## config.mk

```make
export PLATFORM = sky130hd
export DESIGN_NAME = osm_cell
export DESIGN_NICKNAME = d
export VERILOG_FILES = /design/src/hdl/osm_pkg.sv /design/src/hdl/osm_cell.sv
export SDC_FILE = /design/constraint.sdc
export NUM_CORES = 1
export LEC_CHECK = 0
export BUFFER_PORTS_ARGS = -buffer_cell sky130_fd_sc_hd__buf_4
export CAP_MARGIN = 40
export CORE_AREA = 2 2 131 133
export CTS_CLUSTER_DIAMETER = 150
export DETAILED_ROUTE_END_ITERATION = 8
export DIE_AREA = 0 0 133 135
export GPL_TIMING_DRIVEN = 1
export HOLD_SLACK_MARGIN = 0.15
export SYNTH_ARGS = -nofsm -noshare
export SYNTH_HDL_FRONTEND = slang
export SYNTH_SLANG_ARGS = --single-unit
```

## constraint.sdc

```tcl
create_clock -name clk_i -period 5.83 [get_ports clk_i]
set_input_delay 0.583 -clock clk_i [delete_from_list [all_inputs] [get_ports clk_i]]
set_output_delay 0.583 -clock clk_i [all_outputs]
set_load 0.005 [all_outputs]
```

## src/hdl/osm_pkg.sv

```systemverilog
// Package for the order-statistic multiset: operation and status codes,
// sequencer states, cell flag and command structs. No dependencies.
package osm_pkg;

  localparam int unsigned CapacityDef = 64;
  localparam int unsigned KeyW        = 64;
  localparam int unsigned PosW        = 7;
  localparam int unsigned OutCntW     = 7;

  typedef enum logic [2:0] {
    OP_INSERT = 3'd0,
    OP_DELETE = 3'd1,
    OP_FIND   = 3'd2,
    OP_RANK   = 3'd3,
    OP_SELECT = 3'd4
  } op_e;

  typedef enum logic [1:0] {
    ST_OK     = 2'd0,
    ST_FULL   = 2'd1,
    ST_ABSENT = 2'd2,
    ST_RANGE  = 2'd3
  } status_e;

  typedef enum logic {
    SEQ_IDLE  = 1'b0,
    SEQ_APPLY = 1'b1
  } seq_state_e;

  // per-cell compare results, captured when a word is accepted
  typedef struct packed {
    logic lt;   // occupied and stored key below search key
    logic le;   // occupied and stored key at or below search key
    logic sel;  // occupied and this cell is the requested position
  } cell_flags_t;

  // broadcast command to every cell
  typedef struct packed {
    logic capture;
    logic ins;
    logic del;
  } cell_cmd_t;

endpackage

```

## src/hdl/osm_cell.sv

```systemverilog
// One cell of the sorted key row: holds one key and its compare flags.
// Shifts right on insert, left on delete. Depends on osm_pkg.
module osm_cell #(
  parameter int unsigned Idx  = 0,
  parameter int unsigned IdxW = 7
) (
  input  logic                             clk_i,
  input  logic                             rst_ni,
  input  osm_pkg::cell_cmd_t               cmd_i,
  input  logic                             occ_i,
  input  logic signed [osm_pkg::KeyW-1:0]  cmp_key_i,
  input  logic [osm_pkg::PosW-1:0]         pos_i,
  input  logic signed [osm_pkg::KeyW-1:0]  ins_key_i,
  input  logic signed [osm_pkg::KeyW-1:0]  left_key_i,
  input  logic                             left_le_i,
  input  logic signed [osm_pkg::KeyW-1:0]  right_key_i,
  output logic signed [osm_pkg::KeyW-1:0]  key_o,
  output osm_pkg::cell_flags_t             flags_o
);

  logic signed [osm_pkg::KeyW-1:0] key_q, key_d;
  osm_pkg::cell_flags_t            flags_q, flags_d;
  logic [IdxW-1:0]                 pos_ext;

  assign pos_ext = IdxW'(pos_i);

  always_comb begin
    flags_d = flags_q;
    if (cmd_i.capture) begin
      flags_d.lt  = occ_i && (key_q < cmp_key_i);
      flags_d.le  = occ_i && (key_q <= cmp_key_i);
      flags_d.sel = occ_i && (pos_ext == IdxW'(Idx + 1));
    end
  end

  always_comb begin
    key_d = key_q;
    if (cmd_i.ins && !flags_q.le) begin
      // first cell above the key takes the new key, the rest move up
      key_d = left_le_i ? ins_key_i : left_key_i;
    end else if (cmd_i.del && !flags_q.lt) begin
      key_d = right_key_i;
    end
  end

  always_ff @(posedge clk_i or negedge rst_ni) begin
    if (!rst_ni) begin
      flags_q <= '0;
    end else begin
      flags_q <= flags_d;
    end
  end

  always_ff @(posedge clk_i) begin
    key_q <= key_d;
  end

  assign key_o   = key_q;
  assign flags_o = flags_q;

endmodule

```

## Yosys cells after proc, flatten, opt, wreduce, memory -nomap -nowiden

Index checks and enable logic that the tools add are counted.

| cells by class | value |
|---|---|
| $lt $le $gt $ge | 2 |
| reductions and logical operators | 8 |
| multiplexer cells | 3 |
| equal/unequal tests | 1 |

Operator list:

| cell | count |
|---|---|
| 64-bit 2-to-1 mux | 3 |
| 64-bit <= comparator | 1 |
| 64-bit less-than comparator | 1 |
| 7-bit by 1-bit equality test with 1-bit output, second input constant | 1 |
| 1-bit logical AND | 5 |
| 1-bit logical NOT | 2 |
| 2-bit nonzero test | 1 |

| word-level totals | value |
|---|---|
| register bits after elaboration | 67 |
| output and inout port bits | 67 |
| bits of input ports | 270 |
| logic and storage cells | 18 |

## Logic depth before layout (Yosys ltp)

| depth | value |
|---|---|
| depth after elaboration | 4 |
| depth in mapped cells | 9 |
| depth with buffers taken out | 9 |

## Worst setup path after synthesis

OpenSTA, ideal clock, no wires.

| path | value |
|---|---|
| kind | input to register |
| from | in cmd_i[0] (netlist name) |
| to | reg key_q, in the netlist key_o[0] (enable) |
| arrival time | 5.118 ns |
| stages on the path | 2 |
| required time | 5.256 ns |
| path slack | 0.138 ns |
| setup time | 0.574 ns |
| buffers on the path | 0 |
| cell sequence | inv_1 -> o21ai_0 |

| on the way | value |
|---|---|
| cells in the longest elaborated chain, start to end | 2 |

RTL lines:

| what | line | source |
|---|---|---|
| start: declaration | osm_cell.sv:9 | `input osm_pkg::cell_cmd_t cmd_i,` |
| 1-bit logical AND | osm_cell.sv:41 | `end else if (cmd_i.del && !flags_q.lt) begin` |
| 2-bit nonzero test (no source line) | n/a |  |
| end signal: assignment | osm_cell.sv:55 | `key_q <= key_d;` |
| end: declaration | osm_cell.sv:21 | `logic signed [osm_pkg::KeyW-1:0] key_q, key_d;` |

Every way passes these cells.
A chain may end at the register's enable or synchronous reset.

## Final worst setup path

| path | value |
|---|---|
| from | reg key_q, in the netlist key_o[63] |
| to | reg flags_q, in the netlist flags_o[1] |

| on the way | value |
|---|---|
| cells in the longest elaborated chain, start to end | 2 |

RTL lines:

| what | line | source |
|---|---|---|
| 64-bit <= comparator | osm_cell.sv:31 | `flags_d.le = occ_i && (key_q <= cmp_key_i);` |
| 1-bit logical AND | osm_cell.sv:31 |  |
| end signal: assignment | osm_cell.sv:50 | `flags_q <= flags_d;` |
| end: declaration | osm_cell.sv:22 | `osm_pkg::cell_flags_t flags_q, flags_d;` |

Every way passes these cells.

==> results_dict.tcl <==
set metrics [dict create \
    internal_power_uw 1420 \
    start_util_pct 30.5 \
    grt_first_pass_wirelength_um 25300 \
    io_pins 337 \
    dr.pass1.iters 4 \
    grt_start_max_net_pins 79 \
    die-area_um2 18000 \
    cp.arrival_ns 2.63 \
    hold_path.class "primary input to flip-flop" \
    post-route-min-period_ns 2.42 \
    numPortBuffers 336 \
    seq_power_share_pct 36.8 \
    min_period_over_period_pct 41.6 \
    drc 0 \
    yosysWarnings 0 \
    grt_use_met1_pct 21.3 \
    tightest_slew_ns 0.675 \
    syn_area_um2 5010 \
    busiest_layer "met2" \
    status "complete, no violations" \
    fp.dieH_um 135 \
    final.fill_count 1574 \
    clkSinkCount 67 \
    routed_wl_um 17000 \
    met3_usage_pct 4.62 \
    drt_iter0_drc 144 \
    synth_common_cells "nand2_1, o21ai_0, inv_1" \
    viasPerCell 4.52 \
    ant_nets 0 \
    grt_pass1_vias 4815 \
    avgSynthCellArea_um2 9.43 \
    synth_nets 865 \
    p_leak_uw 0.00421 \
    async_flop_share_pct 4.48 \
    fin_setup_tns_ns 0 \
    syn2layout_area_growth_pct 61.2 \
    cts_made_buffers 9 \
    relSlewSlack_pct 55.0 \
    synth.most_common_cell "nand2_1" \
    critPathMaxStageDelay_ns 0.44 \
    required_ns 6.03 \
    antenna_found_initial 0 \
    dp_hpwl_um 14200 \
    cts.clk_slew.worst_paths_ns 0.06 \
    yosysTopAreaCellShare_pct 38.4 \
    max_freq_ghz 0.413 \
    dpl_cell_area_um2 7780 \
    worstPathCellList "ha_1 > nand4_2 > nor4_4 > nand4_1 > a31oi_1 > nor4_1 > mux2i_1 > o221ai_1" \
    final_cells 1087 \
    die_w_um 133 \
    cp_top_family "simple AND/OR/NAND/NOR gates" \
    skew_ns 0.00804 \
    n_antenna_cell 0 \
    yosysTopAreaCell "edfxtp_1" \
    register_area_um2 2000 \
    cts.htree.levels 3 \
    core_um2 16400 \
    cts_tree "yes" \
    p_clk_share_pct 25.4 \
    synthCells 531 \
    clockRootBuffer "clkbuf_16" \
    rsz0062_at_grt "false" \
    vdd_ir_drop_max_v 0.000139 \
    p_comb_share_pct 37.8 \
    gr-total-overflow 0 \
    ys_types 31 \
    crit_fanout 4 \
    p_switching_uw 647 \
    maxCapViolCount 0 \
    post_drt_wl_per_cell_um 15.6 \
    nets 1196 \
    ys_seq_area_share_pct 39.9 \
    grt_use_met2_pct 32.6 \
    finalHoldViolations 0 \
    crit_slowest_cell "nor4_4" \
    gp_congestion 0.797 \
    cp-end-kind "flip-flop" \
    vias 4917 \
    p_per_area_nw_per_um2 256 \
    path_buf_inv 0 \
    hold_ws_ns 0.507 \
    insertion_delay_ns 0.34 \
    ys.flop_type "edfxtp_1" \
    swShare_pct 31.3 \
    grt_use_total_pct 18.3 \
    worst-setup-path-type "flip-flop to flip-flop" \
    layout-drive-gt1-share_pct 41.6 \
    startpoint_type "flip-flop" \
    synthTopCellsByArea "edfxtp_1, ha_1, mux2i_1" \
    synth_edf_count 64 \
    ys_ff_latch 67 \
    setup_viol 0 \
    finalInstanceArea_um2 8080 \
    multi_input_area_um2 2680 \
    clk_path_buf_depth 2 \
    placed_cells 1070 \
    rows 47 \
    maxSlewViolCount 0 \
]
## registers in the layout (all words and copies together), names as in the netlist
name and count:
key_o 64, flags_o 3
## routing by layer
| metal | vias up | share of wire [%] |
|---|---|---|
| met3 | 22 | 7.7 |
| met4 | 0 | 2.1 |
| li1 | 2550 | - |
| met5 | - | 0 |
| met2 | 204 | 50 |
| met1 | 2141 | 40 |
## path summary, 6_finish.rpt
check / depth (start not counted) / endpoint / slack (ns) / startpoint
min in group asynchronous: 2 / flags_o[1] / 0.65 / rst_ni
max reg2reg: 8 / flags_o[1] / 3.41 / key_o[63]
max in group asynchronous: 2 / flags_o[0] / 5.08 / rst_ni
min reg2reg: 2 / flags_o[0] / 0.53 / flags_o[0]
min: 2 / flags_o[2] / 0.51 / cmd_i[2]
max: 8 / flags_o[1] / 3.41 / key_o[63]
## through the flow
step | worst slack [ns] | util (%) | power (uW)
finish | 3.41 | 49.2 | 2070
global route | 3.12 | 49.2 | 2220
CTS | 3.36 | 49.2 | 2100
detailed placement | 3.13 | 47.4 | 1560
global placement | 3.22 | 47.3 | 1550
floorplan | 0.138 | - | 1130
## cell type report
| class | instances | area share, % |
|---|---|---|
| multi-input combinational | 372 | 33.2 |
| timing repair buffer | 341 | 31.9 |
| sequential | 67 | 24.7 |
| tap | 220 | 3.41 |
| clock buffer | 14 | 3.39 |
| inverter | 71 | 3.30 |
| clock inverter | 2 | 0.124 |
## worst reg2reg max path: cells and delay by family (launching register included)
family,cells,cell delay [ns]
simple gates,4,0.91
mux,1,0.20
compound gates,2,0.38
fa+ha+maj,1,0.38
flops,1,0.42
## placed cells by master, fill, tap and decap left out, types with 2 or more instances in the layout
cell type  netlist  routed
a21o_1           4       4
a21oi_1         29      29
a22oi_1          2       2
and4_1           2       2
buf_4            0     339
clkbuf_1        15       2
clkbuf_16        0       9
clkbuf_8         0       3
clkinv_2         0       2
dfrtp_1          3       3
edfxtp_1        64      64
ha_1            64      64
inv_1           71      71
mux2i_1         65      65
nand2_1         85      84
nand2b_1         2       2
nand3_1          5       5
nand4_1         12      12
nor2_1           6       6
nor3_1           4       4
nor4_1           3       3
o21ai_0         77      76
## logic make-up after synthesis
kind of cell / count (synthesis) / synth area share (%)
flops: 67 / 39.9
buf+inv: 92 / 7.04
simple gates: 123 / 11.1
compound gates: 120 / 13.0
fa+ha+maj: 64 / 16.0
mux: 65 / 13.0
## timing repair
item	4_1_cts	5_1_grt
hold buffers	1	0
resized for setup	0	0
buffers inserted	0	0
endpoints found under the hold margin	3	0
## power by group through the flow
| stage | clock (uW) | combinational (uW) | sequential [uW] |
|---|---|---|---|
| after floorplan | 0 | 349 | 776 |
| after global placement | 0 | 781 | 773 |
| after detailed placement | 0 | 791 | 772 |
| after CTS | 542 | 797 | 764 |
| after global routing | 562 | 876 | 777 |
| final | 525 | 780 | 760 |
(Power assumes the default switching activity.)
